$ cat config.mk
export PLATFORM = sky130hd
export DESIGN_NAME = dirty_tile_detector
export DESIGN_NICKNAME = d
export VERILOG_FILES = /design/src/rtl/dtd_pkg.sv /design/src/rtl/dirty_tile_detector.sv
export VERILOG_INCLUDE_DIRS = /design/src /design/src/rtl
export SDC_FILE = /design/constraint.sdc
export NUM_CORES = 1
export LEC_CHECK = 0
export BUFFER_PORTS_ARGS = -buffer_cell sky130_fd_sc_hd__buf_2
export CAP_MARGIN = 30
export CORE_AREA = 8 8 192 121
export CTS_CLUSTER_DIAMETER = 30
export DETAILED_ROUTE_END_ITERATION = 8
export DIE_AREA = 0 0 200 129
export PLACE_DENSITY = 0.74
export SETUP_SLACK_MARGIN = 0.2
export SYNTH_ARGS = -nofsm -noshare
export SYNTH_HDL_FRONTEND = slang
export SYNTH_SLANG_ARGS = --single-unit
$ cat constraint.sdc
create_clock -name clock -period 5.88 [get_ports clock]
set_clock_uncertainty 0.15 [all_clocks]
set_input_delay 1.176 -clock clock [delete_from_list [all_inputs] [get_ports clock]]
set_output_delay 1.176 -clock clock [all_outputs]
set_load 0.01 [all_outputs]
$ cat src/rtl/dirty_tile_detector_defines.svh
// Assertion macros shared by the dirty tile detector RTL.
`ifndef DIRTY_TILE_DETECTOR_DEFINES_SVH
`define DIRTY_TILE_DETECTOR_DEFINES_SVH

`ifndef NO_ASSERTIONS

// Consequent must hold in the same cycle as the antecedent.
`define DTD_ASSERT_SAME(label, clk, rst, ante, cons) \
   label: assert property (@(posedge clk) disable iff (rst) (ante) |-> (cons)) \
      else $error("dirty tile detector check failed");

// Consequent must hold in the cycle after the antecedent.
`define DTD_ASSERT_NEXT(label, clk, rst, ante, cons) \
   label: assert property (@(posedge clk) disable iff (rst) (ante) |=> (cons)) \
      else $error("dirty tile detector check failed");

`else

`define DTD_ASSERT_SAME(label, clk, rst, ante, cons)
`define DTD_ASSERT_NEXT(label, clk, rst, ante, cons)

`endif

`endif

$ cat src/rtl/dtd_pkg.sv
// Package with constants and types of the dirty tile detector.
`timescale 1ns / 1ps

package dtd_pkg;

   localparam int MAX_TILES   = 32;
   localparam int COORD_BITS  = 10;
   localparam int TC_BITS     = $clog2(MAX_TILES + 1);
   localparam int PIXEL_BITS  = 16;
   localparam int DIRTY_BITS  = 32;
   localparam int BAND_BITS   = 5;
   localparam int TOTAL_BITS  = 11;
   localparam int CSR_DATA_BITS = 10;
   localparam int REQ_DATA_BITS = 2 * PIXEL_BITS;
   localparam int RSP_DATA_BITS = BAND_BITS + DIRTY_BITS + TOTAL_BITS;

   typedef logic [COORD_BITS-1:0]    coord_type;
   typedef logic [COORD_BITS:0]      coord_wide_type;
   typedef logic [TC_BITS-1:0]       tcount_type;
   typedef logic [DIRTY_BITS-1:0]    bitmap_type;
   typedef logic [TOTAL_BITS-1:0]    total_type;
   typedef logic [PIXEL_BITS-1:0]    pixel_type;

   typedef enum logic [1:0] {
      CSR_FRAME_WIDTH  = 2'd0,
      CSR_FRAME_HEIGHT = 2'd1,
      CSR_TILE_WIDTH   = 2'd2,
      CSR_TILE_HEIGHT  = 2'd3
   } csr_index_type;

   localparam coord_type FRAME_WIDTH_RST  = coord_type'(320);
   localparam coord_type FRAME_HEIGHT_RST = coord_type'(240);
   localparam coord_type TILE_WIDTH_RST   = coord_type'(64);
   localparam coord_type TILE_HEIGHT_RST  = coord_type'(48);

   // A size register of zero behaves as one.
   function automatic coord_wide_type at_least_one(input coord_type v);
      coord_wide_type r;
      r = (v == '0) ? coord_wide_type'(1) : {1'b0, v};
      return r;
   endfunction

endpackage

$ cat src/rtl/dirty_tile_detector.sv
// Top level of the dirty tile detector: per-band tile change bitmaps from a pixel stream.
`timescale 1ns / 1ps
`include "dirty_tile_detector_defines.svh"

// Channel | Direction | Transfer when            | Content
// req     | in        | req_tvalid & req_tready  | new/old pixel pair, first-of-frame flag
// rsp     | out       | rsp_tvalid & rsp_tready  | band bitmap, dirty count, frame end
// csr     | in        | csr_valid & csr_ready    | register index and 10-bit value
//
// One pixel is taken every cycle unless the input register is full and the result
// register is stalled; a pixel passes the input register and, at a band end, its
// band result is then loaded into the result register. The single comparison/counter update
// between those registers sets the rate.
// Synchronous active-high reset clears counters, bitmap, count and loads the
// default frame and tile sizes. A stalled result holds; input is still taken
// while the input register is empty or moves on, and waits while it is full
// and the result register is stalled.

module dirty_tile_detector
   import dtd_pkg::*;
(
   input  logic                       clock,
   input  logic                       reset,
   // req_tdata: new_pixel [15:0], old_pixel [31:16]
   input  logic [REQ_DATA_BITS-1:0]   req_tdata,
   // req_tuser: first_of_frame
   input  logic                       req_tuser,
   input  logic                       req_tvalid,
   output logic                       req_tready,
   // rsp_tdata: band_index [4:0], dirty_bits [36:5], changed_tiles [47:37]
   output logic [RSP_DATA_BITS-1:0]   rsp_tdata,
   // rsp_tlast: frame_done
   output logic                       rsp_tlast,
   output logic                       rsp_tvalid,
   input  logic                       rsp_tready,
   input  logic [1:0]                 csr_index,
   input  logic [CSR_DATA_BITS-1:0]   csr_data,
   input  logic                       csr_valid,
   output logic                       csr_ready
);

   // configuration registers
   coord_type frame_width_ff, frame_height_ff, tile_width_ff, tile_height_ff;

   // input register
   logic      s1_valid_ff, s1_valid_in;
   pixel_type s1_new_ff, s1_old_ff;
   logic      s1_first_ff;

   // frame state
   coord_type  column_pos_ff, column_pos_in;
   coord_type  column_in_tile_ff, column_in_tile_in;
   tcount_type tile_column_ff, tile_column_in;
   coord_type  line_pos_ff, line_pos_in;
   coord_type  line_in_tile_ff, line_in_tile_in;
   tcount_type band_count_ff, band_count_in;
   bitmap_type band_bitmap_ff, band_bitmap_in;
   total_type  dirty_total_ff, dirty_total_in;

   // result register
   logic                     rsp_valid_ff, rsp_valid_in;
   logic [RSP_DATA_BITS-1:0] rsp_data_ff;
   logic                     rsp_last_ff;

   // working values
   logic       s1_adv, s1_fire;
   coord_type  cur_col, cur_cit, cur_line, cur_lit;
   tcount_type cur_tc, cur_bc;
   bitmap_type cur_bm, bit_mask, upd_bm;
   total_type  cur_total, upd_total;
   logic       pix_dirty, last_col, last_line, tile_col_end, band_end, emit, band_ok;
   logic [RSP_DATA_BITS-1:0] emit_data;

   // check terms
   logic       band_past_limit, emit_fire, frame_end_fire, frame_cleared;

   assign csr_ready = 1'b1;

   // write configuration registers
   always_ff @(posedge clock) begin
      if (reset) begin
         frame_width_ff  <= FRAME_WIDTH_RST;
         frame_height_ff <= FRAME_HEIGHT_RST;
         tile_width_ff   <= TILE_WIDTH_RST;
         tile_height_ff  <= TILE_HEIGHT_RST;
      end else if (csr_valid && csr_ready) begin
         case (csr_index_type'(csr_index))
            CSR_FRAME_WIDTH:  frame_width_ff  <= coord_type'(csr_data);
            CSR_FRAME_HEIGHT: frame_height_ff <= coord_type'(csr_data);
            CSR_TILE_WIDTH:   tile_width_ff   <= coord_type'(csr_data);
            CSR_TILE_HEIGHT:  tile_height_ff  <= coord_type'(csr_data);
            default: ;
         endcase
      end
   end

   // advance the input register when the result register is free or drains
   assign s1_adv     = !rsp_valid_ff || rsp_tready;
   assign s1_fire    = s1_valid_ff && s1_adv;
   assign req_tready = !s1_valid_ff || s1_adv;
   assign s1_valid_in = (req_tvalid && req_tready) ? 1'b1 : (s1_valid_ff && !s1_adv);

   always_ff @(posedge clock) begin
      if (reset) begin
         s1_valid_ff <= 1'b0;
      end else begin
         s1_valid_ff <= s1_valid_in;
      end
   end

   always_ff @(posedge clock) begin
      if (req_tvalid && req_tready) begin
         s1_new_ff   <= req_tdata[PIXEL_BITS-1:0];
         s1_old_ff   <= req_tdata[REQ_DATA_BITS-1:PIXEL_BITS];
         s1_first_ff <= req_tuser;
      end
   end

   // mark dirty tile, detect line/tile/band/frame ends, build next state
   always_comb begin
      // first pixel of a frame starts from cleared state
      cur_col   = s1_first_ff ? '0 : column_pos_ff;
      cur_cit   = s1_first_ff ? '0 : column_in_tile_ff;
      cur_tc    = s1_first_ff ? '0 : tile_column_ff;
      cur_line  = s1_first_ff ? '0 : line_pos_ff;
      cur_lit   = s1_first_ff ? '0 : line_in_tile_ff;
      cur_bc    = s1_first_ff ? '0 : band_count_ff;
      cur_bm    = s1_first_ff ? '0 : band_bitmap_ff;
      cur_total = s1_first_ff ? '0 : dirty_total_ff;

      band_ok   = cur_bc < tcount_type'(MAX_TILES);
      pix_dirty = (s1_new_ff != s1_old_ff) && (cur_tc < tcount_type'(MAX_TILES)) && band_ok;
      bit_mask  = bitmap_type'(1) << cur_tc;
      upd_bm    = pix_dirty ? (cur_bm | bit_mask) : cur_bm;
      upd_total = (pix_dirty && ((cur_bm & bit_mask) == '0)) ?
                  total_type'(cur_total + 1'b1) : cur_total;

      last_col     = ({1'b0, cur_col} + 1'b1) >= at_least_one(frame_width_ff);
      last_line    = ({1'b0, cur_line} + 1'b1) >= at_least_one(frame_height_ff);
      tile_col_end = ({1'b0, cur_cit} + 1'b1) >= at_least_one(tile_width_ff);
      band_end     = (({1'b0, cur_lit} + 1'b1) >= at_least_one(tile_height_ff)) || last_line;

      emit = last_col && band_end && (band_ok || last_line);
      emit_data = {upd_total,
                   (band_ok ? upd_bm : bitmap_type'(0)),
                   (band_ok ? BAND_BITS'(cur_bc) : BAND_BITS'(MAX_TILES - 1))};

      // hold by default, then step the counters
      column_pos_in     = cur_col;
      column_in_tile_in = cur_cit;
      tile_column_in    = cur_tc;
      line_pos_in       = cur_line;
      line_in_tile_in   = cur_lit;
      band_count_in     = cur_bc;
      band_bitmap_in    = upd_bm;
      dirty_total_in    = upd_total;

      if (last_col) begin
         column_pos_in     = '0;
         column_in_tile_in = '0;
         tile_column_in    = '0;
         if (last_line) begin
            line_pos_in     = '0;
            line_in_tile_in = '0;
            band_count_in   = '0;
            band_bitmap_in  = '0;
            dirty_total_in  = '0;
         end else begin
            line_pos_in = coord_type'(cur_line + 1'b1);
            if (band_end) begin
               band_bitmap_in  = '0;
               line_in_tile_in = '0;
               if (band_ok) begin
                  band_count_in = tcount_type'(cur_bc + 1'b1);
               end
            end else begin
               line_in_tile_in = coord_type'(cur_lit + 1'b1);
            end
         end
      end else begin
         column_pos_in = coord_type'(cur_col + 1'b1);
         if (tile_col_end) begin
            column_in_tile_in = '0;
            if (cur_tc < tcount_type'(MAX_TILES)) begin
               tile_column_in = tcount_type'(cur_tc + 1'b1);
            end
         end else begin
            column_in_tile_in = coord_type'(cur_cit + 1'b1);
         end
      end
   end

   // commit frame state on each processed pixel
   always_ff @(posedge clock) begin
      if (reset) begin
         column_pos_ff     <= '0;
         column_in_tile_ff <= '0;
         tile_column_ff    <= '0;
         line_pos_ff       <= '0;
         line_in_tile_ff   <= '0;
         band_count_ff     <= '0;
         band_bitmap_ff    <= '0;
         dirty_total_ff    <= '0;
      end else if (s1_fire) begin
         column_pos_ff     <= column_pos_in;
         column_in_tile_ff <= column_in_tile_in;
         tile_column_ff    <= tile_column_in;
         line_pos_ff       <= line_pos_in;
         line_in_tile_ff   <= line_in_tile_in;
         band_count_ff     <= band_count_in;
         band_bitmap_ff    <= band_bitmap_in;
         dirty_total_ff    <= dirty_total_in;
      end
   end

   // result register: load on a band end, drop after transfer
   assign rsp_valid_in = s1_fire ? emit : (rsp_valid_ff && !rsp_tready);

   always_ff @(posedge clock) begin
      if (reset) begin
         rsp_valid_ff <= 1'b0;
      end else begin
         rsp_valid_ff <= rsp_valid_in;
      end
   end

   always_ff @(posedge clock) begin
      if (s1_fire && emit) begin
         rsp_data_ff <= emit_data;
         rsp_last_ff <= last_line;
      end
   end

   assign rsp_tvalid = rsp_valid_ff;
   assign rsp_tdata  = rsp_data_ff;
   assign rsp_tlast  = rsp_last_ff;

   // terms for the checks below
   assign band_past_limit = band_count_ff >= tcount_type'(MAX_TILES);
   assign emit_fire       = s1_fire && emit;
   assign frame_end_fire  = emit_fire && last_line;
   assign frame_cleared   = (line_pos_ff == '0) && (band_count_ff == '0) &&
                            (dirty_total_ff == '0);

   // tile column counter saturates at the tile limit
   `DTD_ASSERT_SAME(a_tile_col_sat, clock, reset, 1'b1, tile_column_ff <= tcount_type'(MAX_TILES))
   // bands past the limit never carry dirty bits
   `DTD_ASSERT_SAME(a_band_bitmap_empty, clock, reset, band_past_limit, band_bitmap_ff == '0)
   // a frame-end result leaves the frame state cleared
   `DTD_ASSERT_NEXT(a_frame_end_clear, clock, reset, frame_end_fire, frame_cleared)
   // a processed band end that emits always presents a result
   `DTD_ASSERT_NEXT(a_emit_valid, clock, reset, emit_fire, rsp_valid_ff)

endmodule
==> flow_metrics.env, run 1 <==
export IMPL_crit_path_cell_trace="buf_4 > nor2b_1 > ha_1 > nand4_1 > or3_1 > a21oi_1 > ha_1 > a21o_1 > a21oi_1 > o41ai_1 > a41oi_2 > nor2_1 > nor3_1 > a32o_1"
export IMPL_syn_num_nets=1291
export IMPL_via_count=9440
export IMPL_cellPowerDensity_nw_per_um2=290
export IMPL_grt_pass1_wl_um=45500
export IMPL_maxCapViolCount=0
export IMPL_die_area_sq_um=25800
export IMPL_maxSlewViolCount=0
export IMPL_finalHoldViolCount=0
export IMPL_fp_row_count=41
export IMPL_cp_arrival_ns=5.15
export IMPL_p_leak_nw=4.88
export IMPL_status="completed"
export IMPL_final_antenna_net_count=0
export IMPL_min_period_ns=4.87
export IMPL_die_h_um=129
export IMPL_path_class="reg2reg"
export IMPL_root_buffer="clkbuf_16"
export IMPL_grt_ovfl_total=0
export IMPL_start_util_pct=54.0
export IMPL_die_w_um=200
export IMPL_core_sq_um=20500
export IMPL_setup_viol=0
export IMPL_syn_area_sq_um=11000
export IMPL_grtUsageTotal_pct=21.8
export IMPL_ir_drop_v=0.000223
export IMPL_rsz0062_at_grt="no"
export IMPL_final_common_cell="nor2_1"
export IMPL_fin_crit_sh_pct=82.8
export IMPL_drc_errors=0
export IMPL_portBuffers=100
export IMPL_layout_common_cells="nor2_1 (143), dfxtp_1 (137), nand2_1 (112)"
export IMPL_grt_pass1_vias=8648
export IMPL_antenna_found_initial=1
export IMPL_dp_hpwl_um=20300
export IMPL_total_power_mw=3.72
export IMPL_clkSlewWorstSetupHoldPaths_ns=0.05
export IMPL_fmax_mhz=206
export IMPL_htree_levels=2
export IMPL_post_place_cells=1513
export IMPL_critPathSlowestCell="nor3_1"
export IMPL_cts_resized=0
export IMPL_fin_nets=1372
export IMPL_first_pass_iters=6
export IMPL_syn_to_final_growth_pct=16.0
export IMPL_layout_drive_gt1_share_pct=14.7
export IMPL_cpPeakStageDelay_ns=0.71
export IMPL_path_max_fanout=36
export IMPL_required_ns=6.17
export IMPL_syn_avg_cell_area_sq_um=9.29
export IMPL_synthCells=1189
export IMPL_worst_pin_slew_ns=1.05
export IMPL_ys_ff_latch=219
export IMPL_ctsHoldBuffers=0
export IMPL_cp_top_family="simple AND/OR/NAND/NOR gates"
export IMPL_cts_tree="done"
export IMPL_synth_edf_count=82
export IMPL_synth_cell_type_count=75
export IMPL_cts_inserted_buffers=34
export IMPL_stdcell_count=1575
export IMPL_min_path_type="reg2reg"
export IMPL_first_iter_violations=1139
export IMPL_clock_latency_ns=0.51
export IMPL_diodes=0
export IMPL_post_cts_buffers=0
export IMPL_utilization_pct=62.6
export IMPL_synthArstFlopShare_pct=0
export IMPL_vias_per_cell=5.99
export IMPL_cts_path_max_buffers=3
export IMPL_clock_sinks=219
export IMPL_start_kind="flip-flop"
export IMPL_end_kind="flip-flop"
export IMPL_maxSlewHeadroom_pct=29.6
export IMPL_wire_per_inst_um=18.2
export IMPL_grt_max_degree=79
export IMPL_drt_wl_total_um=28700
export IMPL_fin_setup_tns_ns=0
export IMPL_yosys_warnings=0
export IMPL_gp_congestion=0.863
export IMPL_io_pins=102
export IMPL_worst_path_buf_inv=1
export IMPL_seq_area_frac_synth_pct=47.1
export IMPL_synthFlopType="dfxtp_1"
[Yosys cell counts, types with 7 or more instances]
library cell  count  share of area (%)
a21o_1            8               0.54
o21ai_0          43                1.9
nor2_1          143                4.9
nand3b_1         10               0.68
a211o_1           9               0.71
nand4_1          11               0.62
xnor2_1          19                1.5
nand3_1          45                2.0
nand2b_1         10               0.57
a31oi_1          13               0.74
ha_1             52                5.9
inv_1            48                1.6
or3_1             9               0.51
a21oi_1          77                3.5
dfxtp_1         137                 25
and3_1           18                1.0
a32o_1           12                1.1
nor2b_1          23                1.3
a22oi_1          51                3.5
xor2_1           27                2.1
edfxtp_1         82                 22
clkbuf_1         53                1.8
a22o_1           27                2.1
nor3_1           15               0.68
a32oi_1           8               0.63
nor3b_1           7               0.48
nand2_1         112                3.8
nor4_1           13               0.74
[worst reg2reg max path: cells and delay by family, from the launching register on]
| kind | cells | cell delay, ns |
|---|---|---|
| and+or+nand+nor | 5 | 1.85 |
| AOI/OAI and AO/OA | 6 | 1.55 |
| adders and majority gates | 2 | 0.57 |
| DFF | 1 | 0.42 |
| buffers and inverters | 1 | 0.27 |
[metrics by stage]
stage	area, sq um	setup slack, ns	hold slack, ns
6_report	12800	1.01	0.306
3_5_place_dp	11700	1.08	0.296
2_1_floorplan	11000	0.554	0.286
3_3_place_gp	11700	1.31	0.293
5_1_grt	12800	0.655	0.329
4_1_cts	12800	1.08	0.304
[area by class of cell]
cell class	count	area [sq um]
clock buffer	43	915
clock inverter	19	183
fill	1698	7650
inverter	50	193
multi-input combinational	850	5360
sequential	219	5200
tap	279	349
timing repair buffer	115	613
[state kept, by name, indices dropped and copies added (netlist names), 6 cells and up]
name and cells:
s1_new_ff 16, line_pos_ff 10, column_in_tile_ff 10, rsp_tdata 48
band_bitmap_ff 32, frame_width_ff 10, tile_width_ff 10, tile_height_ff 10
s1_old_ff 16, band_count_ff 6, dirty_total_ff 11, column_pos_ff 10
tile_column_ff 6, line_in_tile_ff 10, frame_height_ff 10
[layer usage]
metal | routed length (um) | vias up | track usage [%] | share of wire (%)
li1 | - | 4488 | - | -
met4 | 317 | 0 | 5.09 | 1.1
met2 | 11600 | 460 | 29.5 | 40
met3 | 2990 | 25 | 5.76 | 10
met5 | 0 | - | 0 | 0
met1 | 13800 | 4467 | 33.8 | 48
[where the power goes]
group	switching (mW)	internal [mW]	total (mW)
Combinational	0.128	0.0602	0.188
Sequential	0.0164	1.60	1.62
Clock	0.714	1.20	1.92
Total	0.859	2.86	3.72
[cells by family after synthesis]
kind of cell | count (synthesis) | share of synthesized area [%]
flops | 219 | 47.1
simple gates | 443 | 19.3
compound gates | 299 | 18.7
xor+xnor | 46 | 3.65
other cells | 1 | 0.0339
mux | 9 | 0.883
buf+inv | 120 | 4.50
fa+ha+maj | 52 | 5.89
[final timing paths]
kind | from | end | slack (ns) | cells past startpoint
setup / recovery | s1_first_ff$_DFFE_PP_ | dirty_total_ff[3]$_SDFFE_PP0P_ | 1.01 | 14
hold / removal | frame_height_ff[3]$_SDFFE_PP0P_ | frame_height_ff[3]$_SDFFE_PP0P_ | 0.31 | 2
setup reg to reg | s1_first_ff$_DFFE_PP_ | dirty_total_ff[3]$_SDFFE_PP0P_ | 1.01 | 14
hold reg to reg | frame_height_ff[3]$_SDFFE_PP0P_ | frame_height_ff[3]$_SDFFE_PP0P_ | 0.31 | 2
(Power assumes the default switching activity.)
==> inputs of run 2 (changes only) <==
--- a/config.mk
+++ b/config.mk
@@ -8,11 +8,11 @@
 export LEC_CHECK = 0
 export BUFFER_PORTS_ARGS = -buffer_cell sky130_fd_sc_hd__buf_2
 export CAP_MARGIN = 30
-export CORE_AREA = 8 8 192 121
+export CORE_AREA = 8 8 194 122
 export CTS_CLUSTER_DIAMETER = 30
 export DETAILED_ROUTE_END_ITERATION = 8
-export DIE_AREA = 0 0 200 129
-export PLACE_DENSITY = 0.74
+export DIE_AREA = 0 0 202 130
+export PLACE_DENSITY = 0.76
 export SETUP_SLACK_MARGIN = 0.2
 export SYNTH_ARGS = -nofsm -noshare
 export SYNTH_HDL_FRONTEND = slang
==> constraint.sdc (replaced) <==
create_clock -name clock -period 4.17 [get_ports clock]
set_clock_uncertainty 0.15 [all_clocks]
set_input_delay 0.834 -clock clock [delete_from_list [all_inputs] [get_ports clock]]
set_output_delay 0.834 -clock clock [all_outputs]
set_load 0.01 [all_outputs]
==> run 2 against run 1 <==
Count of clock-buffer cells in the layout decreased by 7. Core utilization is 5.0 points higher. Global-route usage rose by 0.74 points. Via count is 6.3% higher. Cell count is 5.0% higher. Power rose by 49%. First-iteration DRC count grew 8.4%. Sequential share of layout area fell by 3.4 points. Largest cell class unchanged.
==> flow_metrics.env, run 2 (synthesis gave the netlist of run 1 again) <==
export IMPL_status="completed"
export IMPL_place_area_sq_um=12100
export IMPL_grtUsageTotal_pct=22.6
export IMPL_rsz0062_at_grt="yes"
export IMPL_path_max_fanout=11
export IMPL_grt_pass1_wl_um=48800
export IMPL_utilization_pct=67.6
export IMPL_clkSlewWorstSetupHoldPaths_ns=0.06
export IMPL_p_clk_share_pct=53.4
export IMPL_core_sq_um=20700
export IMPL_fp_row_count=41
export IMPL_path_class="reg2reg"
export IMPL_start_util_pct=53.4
export IMPL_fin_nets=1449
export IMPL_layout_common_cells="nor2_1 (138), dfxtp_1 (137), nand2_1 (108)"
export IMPL_cts_tree="done"
export IMPL_post_place_cells=1545
export IMPL_ctsHoldBuffers=0
export IMPL_grt_ovfl_total=0
export IMPL_die_w_um=202
export IMPL_htree_levels=2
export IMPL_final_common_cell="nor2_1"
export IMPL_die_h_um=130
export IMPL_largest_register_ffs=48
export IMPL_final_cell_area_sq_um=14000
export IMPL_regArea_sq_um=5200
export IMPL_wl_met2_um=13100
export IMPL_drc_errors=0
export IMPL_worst_pin_slew_ns=0.903
export IMPL_multi_input_area_sq_um=5660
export IMPL_first_iter_violations=1235
export IMPL_maxSlewViolCount=0
export IMPL_vias_per_cell=6.07
export IMPL_ir_drop_v=0.000353
export IMPL_final_antenna_net_count=0
export IMPL_total_power_mw=5.56
export IMPL_cp_arrival_ns=4.21
export IMPL_fin_ws_ns=0.0945
export IMPL_grt_pass1_vias=9240
export IMPL_min_path_type="reg2reg"
export IMPL_cellPowerDensity_nw_per_um2=398
export IMPL_layout_drive_gt1_share_pct=23.4
export IMPL_maxSlewHeadroom_pct=39.7
export IMPL_root_buffer="clkbuf_16"
export IMPL_maxCapViolCount=0
export IMPL_start_kind="flip-flop"
export IMPL_syn_to_final_growth_pct=26.5
export IMPL_grt_max_degree=54
export IMPL_setup_viol=0
export IMPL_p_leak_nw=5.38
export IMPL_p_switching_mw=1.37
export IMPL_io_pins=102
export IMPL_routed_top_layer="met4"
export IMPL_min_period_ns=4.08
export IMPL_dp_hpwl_um=20900
export IMPL_n_fill_cell=1571
export IMPL_clock_latency_ns=0.52
export IMPL_end_kind="flip-flop"
export IMPL_clock_sinks=219
export IMPL_swShare_pct=24.7
export IMPL_pre_cts_slack_ns=0.0714
export IMPL_p_seq_share_pct=41.0
export IMPL_cts_inserted_buffers=35
export IMPL_first_pass_iters=6
export IMPL_drt_wl_total_um=32100
export IMPL_gp_congestion=0.926
export IMPL_antenna_found_initial=1
export IMPL_cts_path_max_buffers=3
export IMPL_fmax_mhz=245
export IMPL_required_ns=4.30
export IMPL_portBuffers=100
export IMPL_p_comb_share_pct=5.6
export IMPL_finalHoldViolCount=0
export IMPL_met3_length_um=3670
export IMPL_internal_power_mw=4.19
export IMPL_die_area_sq_um=26300
export IMPL_via_count=10000
export IMPL_stdcell_count=1654
export IMPL_wl_met1_um=14700
export IMPL_wire_per_inst_um=19.4
export IMPL_fin_crit_sh_pct=97.7
run 2: cell types whose count changed in the layout (fill, tap and decap cells not counted), moves of 5 or more:
cell,before,now
nor2_1,143,138
ha_1,52,45
nor2b_1,23,16
clkbuf_16,34,39
buf_6,0,16
ha_2,0,5
clkbuf_1,6,0
buf_4,15,63
a21oi_2,1,7
a21oi_1,76,68
run 2: through the flow:
| step | hold slack, ns | TNS, ns |
|---|---|---|
| 6_report | 0.312 | 0 |
| 5_1_grt | 0.320 | -1.00 |
| 4_1_cts | 0.311 | 0 |
| 3_5_place_dp | 0.303 | 0 |
| 3_3_place_gp | 0.296 | 0 |
| 2_1_floorplan | 0.286 | -44.90 |
run 2: what timing repair did:
action | CTS | global route
pin swaps | 4 | 18
setup buffers | 16 | 16
resized for setup | 10 | 62
endpoints found under the setup margin | 52 | 140
gates cloned | 2 | 10
run 2: cell type report:
type | count | share of cell area (%)
multi-input cells | 853 | 40.5
flip-flops and latches | 219 | 37.2
repair buffers | 188 | 9.65
clock buffers | 36 | 6.45
well taps | 279 | 2.50
clock inverters | 28 | 2.25
inverters | 50 | 1.41
diodes | 1 | 0.0179
run 2: worst max-delay path, cell delays in order (launching register included):
cell and delay, ns:
edfxtp_1 0.42, buf_12 0.18, nor2b_4 0.14, ha_4 0.16
nand3_4 0.07, or3_4 0.35, or3_1 0.33, a21oi_2 0.17
ha_1 0.28, a21o_1 0.19, a21oi_2 0.16, o211a_4 0.21
clkinv_4 0.09, o21a_4 0.21, o211ai_1 0.18, clkinvlp_4 0.21
buf_6 0.18, buf_16 0.15
run 2: routing by layer:
metal / vias up / global-route usage, %
li1: 4664 / -
met1: 4705 / 33.3
met2: 592 / 31.4
met3: 76 / 6.46
met4: 0 / 6.89
met5: - / 0
run 2: worst paths after layout:
| kind | startpoint | end | slack, ns | cells after the start |
|---|---|---|---|---|
| worst min-delay path | tile_height_ff[0]$_SDFFE_PP0P_ | tile_height_ff[0]$_SDFFE_PP0P_ | 0.31 | 2 |
| worst max register to register | s1_first_ff$_DFFE_PP_ | rsp_tdata[23]$_SDFFCE_PP0P_ | 0.09 | 17 |
| worst min register to register | tile_height_ff[0]$_SDFFE_PP0P_ | tile_height_ff[0]$_SDFFE_PP0P_ | 0.31 | 2 |
| worst max-delay path | s1_first_ff$_DFFE_PP_ | rsp_tdata[23]$_SDFFCE_PP0P_ | 0.09 | 17 |
run 2: power groups by stage:
stage | logic, mW | registers [mW] | clock network, mW
final | 0.312 | 2.28 | 2.97
after global routing | 0.336 | 2.29 | 3.10
after CTS | 0.279 | 2.28 | 3.01
after detailed placement | 0.276 | 2.33 | 0
after global placement | 0.269 | 2.33 | 0
after floorplan | 0.184 | 2.32 | 0
==> inputs of run 3 (changes only) <==
==> constraint.sdc (replaced) <==
create_clock -name clock -period 3.54 [get_ports clock]
set_clock_uncertainty 0.15 [all_clocks]
set_input_delay 0.708 -clock clock [delete_from_list [all_inputs] [get_ports clock]]
set_output_delay 0.708 -clock clock [all_outputs]
set_load 0.01 [all_outputs]
==> run 3 against run 2 <==
The flow now finishes with violations (setup timing). Sequential power up 18%. Core utilization up 8.6 points. Count of clock-buffer cells in the layout is 7 higher. Final area increased by 13%. Global-route usage increased by 2.7 points. Register-to-register slack lost 0.79 ns. Via count rose by 12%. Largest power group unchanged.
==> flow_metrics.env, run 3 (synthesis gave the netlist of run 1 again) <==
export IMPL_fin_nets=1558
export IMPL_end_kind="flip-flop"
export IMPL_r2r_cells=18
export IMPL_required_ns=3.77
export IMPL_fin_setup_tns_ns=-84.33
export IMPL_die_h_um=130
export IMPL_clock_sinks=219
export IMPL_cts_inserted_buffers=35
export IMPL_total_power_mw=6.60
export IMPL_ir_drop_v=0.000389
export IMPL_cp_arrival_ns=4.46
export IMPL_fmax_mhz=236
export IMPL_status="finished with violations"
export IMPL_final_antenna_net_count=0
export IMPL_portBuffers=100
export IMPL_grt_max_degree=51
export IMPL_path_max_fanout=8
export IMPL_grt_ovfl_total=0
export IMPL_cts_path_max_buffers=3
export IMPL_via_count=11300
export IMPL_fin_ws_ns=-0.694
export IMPL_min_period_ns=4.23
export IMPL_wire_per_inst_um=22.5
export IMPL_path_class="reg2reg"
export IMPL_largest_register_ffs=48
export IMPL_fp_row_count=41
export IMPL_syn_to_final_growth_pct=42.6
export IMPL_start_util_pct=53.4
export IMPL_finalHoldViolCount=0
export IMPL_root_buffer="clkbuf_16"
export IMPL_ctsHoldBuffers=0
export IMPL_fin_crit_sh_pct=120
export IMPL_die_w_um=202
export IMPL_p_leak_nw=6.16
export IMPL_r2r_end="band_count_ff[4]$_SDFFE_PP0P_"
export IMPL_min_path_type="in2reg"
export IMPL_drt_wl_total_um=39700
export IMPL_final_cell_area_sq_um=15800
export IMPL_vias_per_cell=6.41
export IMPL_antenna_found_initial=1
export IMPL_gp_congestion=0.917
export IMPL_drc_errors=0
export IMPL_layout_common_cells="dfxtp_1 (137), buf_4 (130), nor2_1 (128)"
export IMPL_worst_pin_slew_ns=1.00
export IMPL_cts_tree="done"
export IMPL_grt_pass1_wl_um=54400
export IMPL_hp_start="req_tdata[24]"
export IMPL_io_pins=102
export IMPL_die_area_sq_um=26300
export IMPL_post_place_cells=1616
export IMPL_rsz0062_at_grt="yes"
export IMPL_r2r_start="s1_first_ff$_DFFE_PP_"
export IMPL_cellPowerDensity_nw_per_um2=419
export IMPL_maxCapViolCount=0
export IMPL_stdcell_count=1761
export IMPL_place_area_sq_um=12600
export IMPL_first_iter_violations=1811
export IMPL_htree_levels=2
export IMPL_grt_pass1_vias=10200
export IMPL_dp_hpwl_um=21800
export IMPL_maxSlewViolCount=0
export IMPL_setup_viol=156
export IMPL_diodes=0
export IMPL_maxSlewHeadroom_pct=32.6
export IMPL_violations="setup timing"
export IMPL_start_kind="flip-flop"
export IMPL_first_pass_iters=7
export IMPL_min_to="s1_old_ff[8]$_DFFE_PP_"
export IMPL_core_sq_um=20700
export IMPL_clkSlewWorstSetupHoldPaths_ns=0.06
export IMPL_ff2ff_setup_slack_ns=-0.69
export IMPL_clock_latency_ns=0.51
export IMPL_layout_drive_gt1_share_pct=36.1
export IMPL_pre_cts_slack_ns=-0.390
export IMPL_holdPathStages=1
export IMPL_grtUsageTotal_pct=25.3
export IMPL_final_common_cell="dfxtp_1"
[run 3: changes by cell type in the layout (fill, tap and decap cells not counted), sizes merged]
| cell | change |
|---|---|
| clkinv | -1 |
| clkbuf | +6 |
| clkinvlp | -3 |
| buf | +110 |
| diode | -1 |
| inv | -4 |
[run 3: area by class of cell]
class	count	area, sq um
Multi-Input combinational cell	853	6410
Sequential cell	219	5200
Fill cell	1222	4920
Timing Repair Buffer	297	2430
Clock buffer	43	948
Tap cell	279	349
Clock inverter	20	208
Inverter	50	196
[run 3: where the power goes]
| part | internal [mW] | total, mW | switching (mW) |
|---|---|---|---|
| Clock | 2.15 | 3.40 | 1.26 |
| Sequential | 2.66 | 2.69 | 0.0296 |
| Combinational | 0.205 | 0.501 | 0.296 |
[run 3: routing by layer]
layer | routed length, um | share of wire (%) | global-route usage [%] | up-vias
li1 | - | - | - | 4880
met1 | 15600 | 39 | 35.2 | 5328
met2 | 17100 | 43 | 37.3 | 856
met3 | 5190 | 13 | 8.09 | 223
met4 | 1760 | 4.4 | 7.23 | 2
met5 | 12 | 0.030 | 0 | -
[run 3: per-stage QoR]
stage	util (%)	hold slack (ns)
6_report	76.2	0.228
2_1_floorplan	-	0.286
3_3_place_gp	61.1	0.293
3_5_place_dp	61.1	0.304
4_1_cts	72.0	0.218
5_1_grt	76.2	0.217
[run 3: repair_timing]
item                       4_1_cts  5_1_grt
gates cloned                     9        4
buffers inserted                40       29
hold endpoints to repair         0        0
setup endpoints to repair      155      157
pin swaps                       94       93
resized for setup              154      116
[run 3: how the worst max path moves through the flow]
stage                     startpoint                         endpoint  slack, ns  depth (start not counted)
5_1_grt        s1_first_ff$_DFFE_PP_  line_in_tile_ff[3]$_SDFFE_PP0P_      -0.83                         18
2_1_floorplan  s1_first_ff$_DFFE_PP_       rsp_tdata[0]$_SDFFCE_PP1P_      -1.44                         20
3_3_place_gp   s1_first_ff$_DFFE_PP_          rsp_tdata[46]$_DFFE_PP_      -0.26                         16
3_5_place_dp   s1_first_ff$_DFFE_PP_       rsp_tdata[0]$_SDFFCE_PP1P_      -0.39                         16
6_report       s1_first_ff$_DFFE_PP_    band_count_ff[4]$_SDFFE_PP0P_      -0.69                         18
4_1_cts        s1_first_ff$_DFFE_PP_       rsp_tdata[1]$_SDFFCE_PP1P_      -0.39                         17
[run 3: worst max-delay path: stages (launching register included)]
cell and delay (ns):
edfxtp_1 0.42, buf_6 0.18, buf_4 0.15, nor2b_1 0.22
ha_4 0.17, nand4_1 0.16, or3_4 0.43, a21oi_4 0.19
ha_4 0.22, a21o_1 0.17, a21oi_2 0.24, o41ai_4 0.15
a41o_1 0.28, buf_4 0.15, buf_8 0.13, nand3_4 0.09
nor4_2 0.06, xnor2_1 0.19, nor3_1 0.33
